<file path="src/hdl/sac_ram.sv">
module sac_ram #(
    parameter int WIDTH = 8,
    parameter int DEPTH = 2
) (
    input  logic                                  clk,
    input  logic                                  we,
    input  logic [(DEPTH > 1 ? $clog2(DEPTH) : 1)-1:0] waddr,
    input  logic [WIDTH-1:0]                      wdata,
    input  logic                                  re,
    input  logic [(DEPTH > 1 ? $clog2(DEPTH) : 1)-1:0] raddr,
    output logic [WIDTH-1:0]                      rdata
);

    logic [WIDTH-1:0] mem [DEPTH];

    // One write port and one registered read port.
    always_ff @(posedge clk)
    begin
        if (we)
        begin
            mem[waddr] <= wdata;
        end
        if (re)
        begin
            rdata <= mem[raddr];
        end
    end

endmodule

</file>
<file path="config.mk">
export PLATFORM = sky130hd
export DESIGN_NAME = sac_ram
export DESIGN_NICKNAME = d
export VERILOG_FILES = /design/src/hdl/sac_ram.sv
export SDC_FILE = /design/constraint.sdc
export NUM_CORES = 1
export LEC_CHECK = 0
export ABC_CLOCK_PERIOD_IN_PS = 1200
export BUFFER_PORTS_ARGS = -buffer_cell sky130_fd_sc_hd__buf_2
export CAP_MARGIN = 20
export CORE_UTILIZATION = 40
export DETAILED_ROUTE_END_ITERATION = 7
export GPL_ROUTABILITY_DRIVEN = 1
export PLACE_DENSITY = 0.63
export SLEW_MARGIN = 30
export SYNTH_ARGS = -nofsm -noshare
export SYNTH_HDL_FRONTEND = slang
export SYNTH_SLANG_ARGS = --single-unit
export TNS_END_PERCENT = 5
</file>
<file path="constraint.sdc">
create_clock -name clk -period 1.2 [get_ports clk]
set_input_delay 0.24 -clock clk [delete_from_list [all_inputs] [get_ports clk]]
set_output_delay 0.24 -clock clk [all_outputs]
set_load 0.02 [all_outputs]
</file>
* Word level (Yosys, flattened, before mapping)
Memory sizes are Yosys's and may differ from the RTL's. A register that Yosys moved wholly into a read port is not among the register bits.
Index checks and enable logic that the tools add are counted.
Widths: inputs -> output; s select.
** Word-level totals
- Register bits :: 0
- Memory bits (writable) :: 16
- Word-level logic and storage cells :: 3
- Memories :: 1
** Memories
- mem :: words 2, width 8, rd ports 1, clocked after memory_dff 1, wr ports 1, line 14 : logic [WIDTH-1:0] mem [DEPTH];
** Operators by class
- Multiplexer cells :: 2
** Operators by type and width (count)
- $mux 1 :: 2

* Logic depth before layout (Yosys ltp)
- Word-level depth :: 2
- Mapped depth :: 2
- Mapped depth without buffers :: 1

* Least setup slack after synthesis
OpenSTA, ideal clock, no wires.
- Path kind :: input-to-reg
- Start :: in we
- End :: mem mem[0][0], enable pin
- Library setup time :: 0.373 ns
- Arrival :: 0.660 ns
- Setup slack :: 0.167 ns
- Cell stages on the path :: 1
- Buffers on the path :: 0
- Cells stage by stage :: nor2b_1
** Between the ends
- Word-level cells in the longest chain between the ends :: 2
** RTL lines
- start: declaration :: line 6 : input logic we,
- $mux 1 :: line 19 : if (we)
- $mux 1 (not written as such) :: line 21 : mem[waddr] <= wdata;
- end: declaration :: line 14
Every way passes these cells.

* Worst setup path after layout
- Start :: reg rdata[1], read port of mem
- End :: out rdata[1]
** RTL lines
- start: declaration :: line 11 : output logic [WIDTH-1:0] rdata
No word-level cell between the ends.

==> flow_metrics.env <==
export IMPL_max_vdd_ir_drop_uv=626
export IMPL_syn_cell_area_sq_um=865
export IMPL_fmax_mhz=934
export IMPL_grt_total_usage=0.0951
export IMPL_cpPeakStageDelay_ps=370
export IMPL_diodes=0
export IMPL_vias=374
export IMPL_arrival_ps=830
export IMPL_swShare=0.195
export IMPL_leakage_nw=0.397
export IMPL_viasPerCell=4.40
export IMPL_synth_cell_types=5
export IMPL_drive_above_1_share=0.552
export IMPL_endpoint_kind="output pin"
export IMPL_power_density_nw_per_um2=1430
export IMPL_max_slew_worst_pin_slew_ps=350
export IMPL_syn_avg_cell_area_sq_um=24.7
export IMPL_power_switching_mw=0.284
export IMPL_rsz0062_at_grt="no"
export IMPL_setup_viol=0
export IMPL_grt_start_max_net_pins=13
export IMPL_maxSlewViolCount=0
export IMPL_port_buffers=20
export IMPL_yosysMostFrequentCell="edfxtp_1"
export IMPL_hold_viol=0
export IMPL_crit_slowest_cell="edfxtp_1"
export IMPL_fin_setup_tns_ps=0
export IMPL_rows=16
export IMPL_grt_pass1_vias=400
export IMPL_seqPwrFrac=0.689
export IMPL_wl_microns=962
export IMPL_cp_cell_sequence="buf_2"
export IMPL_post_drt_wl_per_cell_microns=11.3
export IMPL_period_share=0.892
export IMPL_synth_seq_cells=24
export IMPL_synth_area_leader_cell="edfxtp_1"
export IMPL_fin_crit_ps=1070
export IMPL_yosys_top_cells_area="edfxtp_1, mux2_4, buf_6, and2_1, nor2b_1"
export IMPL_die_h_microns=48.5
export IMPL_critical_path_max_fanout=1
export IMPL_nets=73
export IMPL_whs_ps=126
export IMPL_initial_core_util=0.432
export IMPL_cts_hold_buffers=0
export IMPL_syn_inst=35
export IMPL_num_io_pins=21
export IMPL_tritoncts="done"
export IMPL_r2r_slack_ps=300
export IMPL_die_w_microns=48.5
export IMPL_die_area_sq_um=2350
export IMPL_clockBufferDepth=2
export IMPL_firstDrtPassIters=1
export IMPL_synth_enable_flop_cells=24
export IMPL_yosys_warnings=0
export IMPL_core_sq_um=2000
export IMPL_htree_levels=1
export IMPL_ant_nets=0
export IMPL_syn_to_final_growth_pct=17.7
export IMPL_path_delay_family="flip-flops"
export IMPL_drt_initial_drc_count=0
export IMPL_hold_path_class="in2reg"
export IMPL_cts_sinks=24
export IMPL_cap_viol_max_count=0
export IMPL_grt_pass1_wl_microns=1630
export IMPL_status="finished clean"
export IMPL_crit_required_ps=960
export IMPL_cts_setup_buffers=0
export IMPL_path_clk_slew_ps=110
export IMPL_ys_seq_area_frac=0.834
export IMPL_cts_resized=0
export IMPL_start_kind="flip-flop"
export IMPL_antenna_found_initial=0
export IMPL_power_frac_comb=0.091
export IMPL_async_flop_share=0
export IMPL_clock_latency_ps=290
export IMPL_p_clk_frac=0.220
export IMPL_cts_root_buffer="clkbuf_4"
export IMPL_critPathKind="reg2out"
export IMPL_synth_nets=48
export IMPL_relSlewSlack=0.766
export IMPL_path_buf_inv=1
export IMPL_yosysTopAreaCellShare=0.834
export IMPL_fin_skew_ps=1.73
export IMPL_cts_buffers=3
export IMPL_grt_overflow_total=0
export IMPL_ys_top_cells_by_count="edfxtp_1, mux2_4, and2_1, buf_6, nor2b_1"
export IMPL_internal_power_mw=1.17
export IMPL_gp_congestion=0.621
export IMPL_drc=0
export IMPL_synthFlopType="edfxtp_1"
[cell type report]
type | count | area (sq um)
Fill cell | 176 | 985
Sequential cell | 24 | 721
Multi-Input combinational cell | 10 | 133
Timing Repair Buffer | 21 | 108
Tap cell | 27 | 33.8
Clock buffer | 3 | 22.5
[logic make-up after synthesis]
family                 share of synthesized area
muxes                                      0.139
and+or+nand+nor                           0.0145
buffers and inverters                     0.0130
DFF                                        0.834
[through the flow]
step                 util  cell area (sq um)  std cells  power [mW]  setup WS (ps)
finish              0.508               1020         85        1.46            129
global placement    0.497                995         82        1.15            147
detailed placement  0.497                995         82        1.16            132
global route        0.508               1020         85        1.51           79.8
floorplan               -                865         35        1.10            167
CTS                 0.508               1020         85        1.48            110
[state kept, by name (all words and copies together), names as in the netlist]
| name | cells |
|---|---|
| mem | 16 |
| rdata | 8 |
[power by group through the flow]
stage | Sequential (mW) | Clock, mW | Combinational (mW)
after floorplan | 1.05 | 0 | 0.0573
after global placement | 1.02 | 0 | 0.131
after detailed placement | 1.02 | 0 | 0.133
after CTS | 1.00 | 0.338 | 0.133
after global routing | 1.01 | 0.360 | 0.142
final | 1.00 | 0.321 | 0.132
[final timing paths]
kind	start	to	depth (start not counted)
setup reg to reg	mem[0][3]	rdata[3]	1
hold reg to reg	mem[1][6]	rdata[6]	1
hold / removal	wdata[0]	mem[1][0]	1
setup / recovery	rdata[1]	rdata[1]	1
[routing by layer]
layer  up-vias  wire length, microns  track usage
li1        185                     -            -
met4         0                     0       0.0441
met2        14                   523        0.181
met5         -                     0            0
met3         0                    61       0.0283
met1       175                   378       0.0932
[cells in the final DEF (no fill, tap or decap)]
cell,count
nor2b_1,1
mux2_4,8
buf_2,20
buf_4,1
edfxtp_1,24
and2_1,1
clkbuf_4,3
Power figures use the tool's default switching activity.
