--- src/hdl/sac_pkg.sv ---
package sac_pkg;

    // Default sizing of the tag store.
    localparam int DEF_MAX_SET_BITS = 6;
    localparam int DEF_MAX_WAYS     = 8;
    localparam int DEF_ADDR_WIDTH   = 64;

    // Fixed field widths.
    localparam int ADDR_FIELD_W = 64;
    localparam int STAMP_W      = 32;
    localparam int COUNT_W      = 32;
    localparam int SET_CFG_W    = 3;
    localparam int BLOCK_CFG_W  = 6;
    localparam int WAYS_CFG_W   = 4;
    localparam int CFG_DATA_W   = 6;
    localparam int CFG_IDX_W    = 2;

    // Configuration register indexes.
    localparam logic [CFG_IDX_W-1:0] CFG_SET_BITS    = 2'd0;
    localparam logic [CFG_IDX_W-1:0] CFG_BLOCK_BITS  = 2'd1;
    localparam logic [CFG_IDX_W-1:0] CFG_WAYS_IN_USE = 2'd2;

    // Access kinds.
    typedef enum logic [1:0] {
        OP_LOAD   = 2'd0,
        OP_STORE  = 2'd1,
        OP_MODIFY = 2'd2,
        OP_NONE   = 2'd3
    } opcode_t;

    // Result of one access.
    typedef enum logic [1:0] {
        OUT_HIT   = 2'd0,
        OUT_FILL  = 2'd1,
        OUT_EVICT = 2'd2
    } outcome_t;

endpackage

--- src/hdl/sac_way_sel.sv ---
module sac_way_sel
    import sac_pkg::*;
#(
    parameter int MAX_WAYS   = DEF_MAX_WAYS,
    parameter int ADDR_WIDTH = DEF_ADDR_WIDTH
) (
    input  logic [MAX_WAYS-1:0]                         valid,
    input  logic [MAX_WAYS-1:0][ADDR_WIDTH-1:0]         tags,
    input  logic [MAX_WAYS-1:0][STAMP_W-1:0]            stamps,
    input  logic [ADDR_WIDTH-1:0]                       key,
    input  logic [$clog2(MAX_WAYS+1)-1:0]               ways,
    output outcome_t                                    outcome,
    output logic [(MAX_WAYS > 1 ? $clog2(MAX_WAYS) : 1)-1:0] way
);

    localparam int WAY_W  = (MAX_WAYS > 1) ? $clog2(MAX_WAYS) : 1;
    localparam int LEVELS = $clog2(MAX_WAYS);
    localparam int NLEAF  = 1 << LEVELS;
    localparam int NODES  = 2 * NLEAF - 1;

    logic             hit;
    logic [WAY_W-1:0] hit_way;
    logic             empty;
    logic [WAY_W-1:0] empty_way;

    logic               node_en    [NODES];
    logic [STAMP_W-1:0] node_stamp [NODES];
    logic [WAY_W-1:0]   node_idx   [NODES];

    // Tag match and first empty way; the lowest way wins.
    always_comb
    begin
        hit       = 1'b0;
        hit_way   = '0;
        empty     = 1'b0;
        empty_way = '0;
        for (int w = MAX_WAYS - 1; w >= 0; w--)
        begin
            if (w < int'(ways))
            begin
                if (valid[w] && (tags[w] == key))
                begin
                    hit     = 1'b1;
                    hit_way = WAY_W'(w);
                end
                if (!valid[w])
                begin
                    empty     = 1'b1;
                    empty_way = WAY_W'(w);
                end
            end
        end
    end

    // Oldest stamp over the ways in use, as a compare tree; the left (lower) side wins ties.
    always_comb
    begin
        for (int i = 0; i < NODES; i++)
        begin
            node_en[i]    = 1'b0;
            node_stamp[i] = '0;
            node_idx[i]   = '0;
        end
        for (int i = 0; i < MAX_WAYS; i++)
        begin
            node_en[NLEAF-1+i]    = (i < int'(ways));
            node_stamp[NLEAF-1+i] = stamps[i];
            node_idx[NLEAF-1+i]   = WAY_W'(i);
        end
        for (int n = NLEAF - 2; n >= 0; n--)
        begin
            if (node_en[2*n+1] &&
                (!node_en[2*n+2] || (node_stamp[2*n+1] <= node_stamp[2*n+2])))
            begin
                node_en[n]    = 1'b1;
                node_stamp[n] = node_stamp[2*n+1];
                node_idx[n]   = node_idx[2*n+1];
            end
            else
            begin
                node_en[n]    = node_en[2*n+2];
                node_stamp[n] = node_stamp[2*n+2];
                node_idx[n]   = node_idx[2*n+2];
            end
        end
    end

    // Final decision for the access.
    always_comb
    begin
        if (hit)
        begin
            outcome = OUT_HIT;
            way     = hit_way;
        end
        else if (empty)
        begin
            outcome = OUT_FILL;
            way     = empty_way;
        end
        else
        begin
            outcome = OUT_EVICT;
            way     = node_idx[0];
        end
    end

endmodule

--- config.mk ---
export PLATFORM = sky130hd
export DESIGN_NAME = sac_way_sel
export DESIGN_NICKNAME = d
export VERILOG_FILES = /design/src/hdl/sac_pkg.sv /design/src/hdl/sac_way_sel.sv
export SDC_FILE = /design/constraint.sdc
export NUM_CORES = 1
export LEC_CHECK = 0
export ABC_AREA = 1
export BUFFER_PORTS_ARGS = -buffer_cell sky130_fd_sc_hd__buf_2
export CAP_MARGIN = 20
export CORE_AREA = 5 5 329 331
export DETAILED_ROUTE_END_ITERATION = 10
export DIE_AREA = 0 0 334 336
export GPL_ROUTABILITY_DRIVEN = 0
export PLACE_DENSITY = 0.37
export SLEW_MARGIN = 20
export SYNTH_ARGS = -nofsm -noshare
export SYNTH_HDL_FRONTEND = slang
export SYNTH_SLANG_ARGS = --single-unit
--- constraint.sdc ---
create_clock -name vclk -period 12.5
set_clock_uncertainty 0.1 [all_clocks]
set_input_delay 0.625 -clock vclk [all_inputs]
set_output_delay 0.625 -clock vclk [all_outputs]
set_load 0.1 [all_outputs]
After elaboration in Yosys (flattened, before gate mapping)

Index checks and enable logic that the tools add are counted.

Logic and storage cells: 139
Bits in registers: 0
Output and inout port bits: 5

Muxes and demuxes: 87
$lt $le $gt $ge: 15
Eq/ne operators: 8
Reductions and logical operators: 29

Operators by type and width:

| operator                                                   | number |
|---|---|
| equality test 64 bit                                       | 8 |
| less-or-equal comparator 32 bit                            | 7 |
| 2-to-1 mux 32 bit                                          | 6 |
| 2-to-1 mux 3 bit                                           | 37 |
| 2-to-1 mux 1 bit                                           | 42 |
| less-than comparator 3 x 4 -> 1 bit (first input constant) | 4 |
| logical AND 1 bit                                          | 15 |
| less-than comparator 1 x 4 -> 1 bit (first input constant) | 2 |
| less-than comparator 2 x 4 -> 1 bit (first input constant) | 2 |
| zero test 1 bit                                            | 7 |
| logical OR 1 bit                                           | 7 |
| 2-to-1 mux 2 bit                                           | 2 |

Logic depth before layout (Yosys ltp)

Depth in word-level cells: 19
Depth in mapped cells: 51
Mapped depth without buffers: 48

Worst setup path after synthesis

OpenSTA, ideal clock, no wires.

Path kind: input -> output
Start: in stamps[255] (netlist bit)
End: out way[2] (netlist bit)
Path slack: 4.989 ns
Path buffers: 3
Arrival time: 6.786 ns
Stages: 38
Cell sequence: inv_1 > ha_1 > nand2_1 > nor2_2 > nand4_2 > nor2_2 > nand4_1 > and2_1 > a21oi_2 > inv_2 > buf_2 > nand2_1 > o21ai_2 > ha_1 > nand2_1 > nor2_1 > nand2_1 > nor4_1 > [... 2 more ...] > nand2_1 > buf_4 > buf_2 > nand2_1 > o21ai_1 > ha_1 > nand2_1 > nor2_1 > nand4_1 > nor2_1 > nand2_1 > nand2_1 > nand2_1 > nand2_1 > inv_1 > nand2_1 > nand2_1 > a21boi_0

Longest elaborated chain between the ends: 14

RTL lines:

| item                                                               | RTL line          | RTL |
|---|---|---|
| start, declared                                                    | sac_way_sel.sv:9  | `input logic [MAX_WAYS-1:0][STAMP_W-1:0] stamps,` |
| less-or-equal comparator 32 bit                                    | sac_way_sel.sv:73 | `(!node_en[2*n+2] \|\| (node_stamp[2*n+1] <= node_stamp[2*n+2])))` |
| logical OR 1 bit                                                   | sac_way_sel.sv:73 |  |
| logical AND 1 bit                                                  | sac_way_sel.sv:72 | `if (node_en[2*n+1] &&` |
| 2-to-1 mux 32 bit or 2-to-1 mux 1 bit (tied branches)              | sac_way_sel.sv:72 |  |
| less-or-equal comparator 32 bit or zero test 1 bit (tied branches) | sac_way_sel.sv:73 |  |
| logical OR 1 bit                                                   | sac_way_sel.sv:73 |  |
| logical AND 1 bit                                                  | sac_way_sel.sv:72 |  |
| 2-to-1 mux 32 bit or 2-to-1 mux 1 bit (tied branches)              | sac_way_sel.sv:72 |  |
| less-or-equal comparator 32 bit or zero test 1 bit (tied branches) | sac_way_sel.sv:73 |  |
| logical OR 1 bit *                                                 | sac_way_sel.sv:73 |  |
| logical AND 1 bit *                                                | sac_way_sel.sv:72 |  |
| 2-to-1 mux 3 bit *                                                 | sac_way_sel.sv:72 |  |
| 2-to-1 mux 3 bit *                                                 | sac_way_sel.sv:96 | `else if (empty)` |
| 2-to-1 mux 3 bit *                                                 | sac_way_sel.sv:91 | `if (hit)` |
| end, declared                                                      | sac_way_sel.sv:13 | `output logic [(MAX_WAYS > 1 ? $clog2(MAX_WAYS) : 1)-1:0] way` |

Mark *: on every way between the ends. The rest lies on a longest branch, timed or not.

Worst setup path in the final report

Start: in stamps[63] (netlist bit)
End: out way[0] (netlist bit)

Longest elaborated chain between the ends: 14

RTL lines:

| item                            | RTL line |
|---|---|
| less-or-equal comparator 32 bit | sac_way_sel.sv:73 |
| logical OR 1 bit                | sac_way_sel.sv:73 |
| logical AND 1 bit               | sac_way_sel.sv:72 |
| 2-to-1 mux 32 bit               | sac_way_sel.sv:72 |
| less-or-equal comparator 32 bit | sac_way_sel.sv:73 |
| logical OR 1 bit                | sac_way_sel.sv:73 |
| logical AND 1 bit               | sac_way_sel.sv:72 |
| 2-to-1 mux 32 bit               | sac_way_sel.sv:72 |
| less-or-equal comparator 32 bit | sac_way_sel.sv:73 |
| logical OR 1 bit                | sac_way_sel.sv:73 |
| logical AND 1 bit               | sac_way_sel.sv:72 |
| 2-to-1 mux 3 bit *              | sac_way_sel.sv:72 |
| 2-to-1 mux 3 bit *              | sac_way_sel.sv:96 |
| 2-to-1 mux 3 bit *              | sac_way_sel.sv:91 |

Marked as above.

==> metrics.csv <==
metric;value;unit
outcome;complete, no violations;
slowest_stage;nand2_4;
wl_met1;50630;µm
comb_power_share;100.0;%
wl_met2;71440;µm
first_pass_iters;5;
ys_seq_area_share;0;%
mostFrequentLayoutCells;nand2_1, buf_2, nor2_1, inv_1, o21ai_0;
area_growth;36.11;%
start_kind;primary input;
chipHeight;336;µm
grt_use_total;23.17;%
drc_errors;0;
wl;138700;µm
max-cap-violations;0;
synth_top_cell_by_area;nand2_1;
routed-via-count;22430;
max_freq;123.8;MHz
yosys-top-cells-area;nand2_1, ha_1, nor2_1;
min_to;way[1];
final_area;0.02092;mm²
synth_warnings;0;
io_buffer_count;849;
critPathMaxFanout;65;
dr_wl_met3;9466;µm
dpl_cell_area;0.02085;mm²
critPathMaxStageDelay;0.52;ns
worstHoldPathType;in2out;
clockBufferCount;0;
worst_pin_slew;1.087;ns
crit_top_cell;nand2_1;
p_leak;11.34;nW
syn-cell-area;0.01537;mm²
final-seq-area;0;µm²
wl_per_cell;27.31;µm
syn-num-nets;3967;
grt_max_degree;67;
ctsHoldBuffers;0;
nets;4731;
cts_resized;0;
period_minus_slack;8.078;ns
antenna_found_initial;65;
ios;849;
synth_top_cell_area_share;21.37;%
fin_hold_ws;1.913;ns
die_area;0.1122;mm²
seqPwrFrac;0;%
die_w;334;µm
power_density;52.17;mW/mm²
postCtsSetupBuffers;0;
cp.required;11.77;ns
num_rows;119;
finalSetupTns;0;ns
p_switching;0.7129;mW
grt_setup_unrepaired;false;
fillers;12690;
mostFrequentLayoutCell;nand2_1;
peakVddDrop;0.03834;mV
path_class;in2out;
finalSetupViolCount;0;
finalPower;1.091;mW
layout-drive-gt1-share;25.92;%
grt.overflow.total;0;
core;0.1048;mm²
drv_slew;0;
top_layer;met5;
synthDistinctLibCells;48;
switching_share;65.32;%
start_util;14.66;%
hp-start;valid[1];
hold_viol;0;
nFlopsAndLatches;0;
fin_ws;4.422;ns
syn_inst;2899;
critPathArrivalTime;7.35;ns
relSlewSlack;27.03;%
grt_pass1_vias;22250;
crit_path_end_kind;output port;
dp_hpwl;125000;µm
syn_area_per_cell;5.301;µm²
internal-power;0.3784;mW
grt_pass1_wl;180700;µm
dr.first_iter.drc_count;1473;
worstHoldPathCells;6;
antenna_left;0;
fin_crit_sh;64.63;%
post-place-ws;4.253;ns
pwr-share-clk;0;%
via_per_inst;4.416;
[metal layers]
layer / vias to the layer above / GRT usage (%)
met1: 10160 / 25.40
met4: 28 / 8.734
li1: 10940 / -
met2: 1039 / 44.50
met5: - / 0
met3: 252 / 3.896
[Yosys cell counts, types with 2 or more instances]
cell type,n
a41oi_1,3
xor2_1,65
o21a_1,8
nand3_2,2
o21bai_1,4
nor2_2,4
or2_2,7
nand2_2,6
inv_1,348
nor2_4,3
inv_2,23
nand2_1,875
o22ai_1,50
nand4_1,40
nand3b_1,5
ha_1,224
nor4_1,3
clkbuf_1,3
o21ai_2,28
a21oi_2,13
buf_4,16
buf_2,60
xnor2_1,105
a22o_1,4
or2_0,2
o211ai_1,4
o21ai_0,254
buf_6,11
clkbuf_2,5
a21boi_0,2
and3_1,2
nor3_1,28
o21ai_1,77
a21oi_1,173
nand3_1,44
nor2_1,382
a211oi_1,5
[how the worst max path moves through the flow]
stage                start      to  cells past startpoint
2_1_floorplan  stamps[255]  way[2]                     38
3_3_place_gp       ways[3]  way[0]                     36
3_5_place_dp       ways[3]  way[0]                     36
4_1_cts            ways[3]  way[0]                     36
5_1_grt         stamps[63]  way[0]                     38
6_report        stamps[63]  way[0]                     38
[worst max-delay path, delay by kind of cell]
kind	cells	cell delay (ns)
and+or+nand+nor	25	3.37
buffers and inverters	7	1.31
adders and majority gates	3	0.96
AOI/OAI and AO/OA	3	1.03
[kinds of logic (layout without fill, tap and decap cells)]
| logic type | after synthesis | in the layout | share of synthesized area [%] |
|---|---|---|---|
| and+or+nand+nor | 1408 | 1408 | 36.57 |
| xor gates and xnor gates | 170 | 170 | 9.688 |
| adders and majority gates | 224 | 224 | 18.24 |
| AOI/OAI and AO/OA | 631 | 631 | 22.67 |
| buffers and inverters | 466 | 1228 | 12.84 |
| other | 0 | 26 | 0 |
[stage by stage]
stage	util, %	std cells
global placement	19.89	5052
global route	19.91	5057
CTS	19.89	5052
finish	19.96	5078
detailed placement	19.89	5052
floorplan	-	2899
[area by class of cell]
type / instances / area, µm² / share of cell area, %
antenna: 26 / 65.06 / 0.3110
inverter: 371 / 1393 / 6.658
multi-input combinational: 2433 / 13410 / 64.11
tap: 1391 / 1740 / 8.320
timing repair buffer: 857 / 4309 / 20.60
[power groups by stage]
stage	clock, mW	sequential [mW]	combinational, mW
after global placement	0	0	1.10
after floorplan	0	0	0.619
after detailed placement	0	0	1.10
after CTS	0	0	1.10
after global routing	0.0000000538	0	1.22
final	0.000000236	0	1.09
No activity file was read; power rests on OpenSTA's default activity.
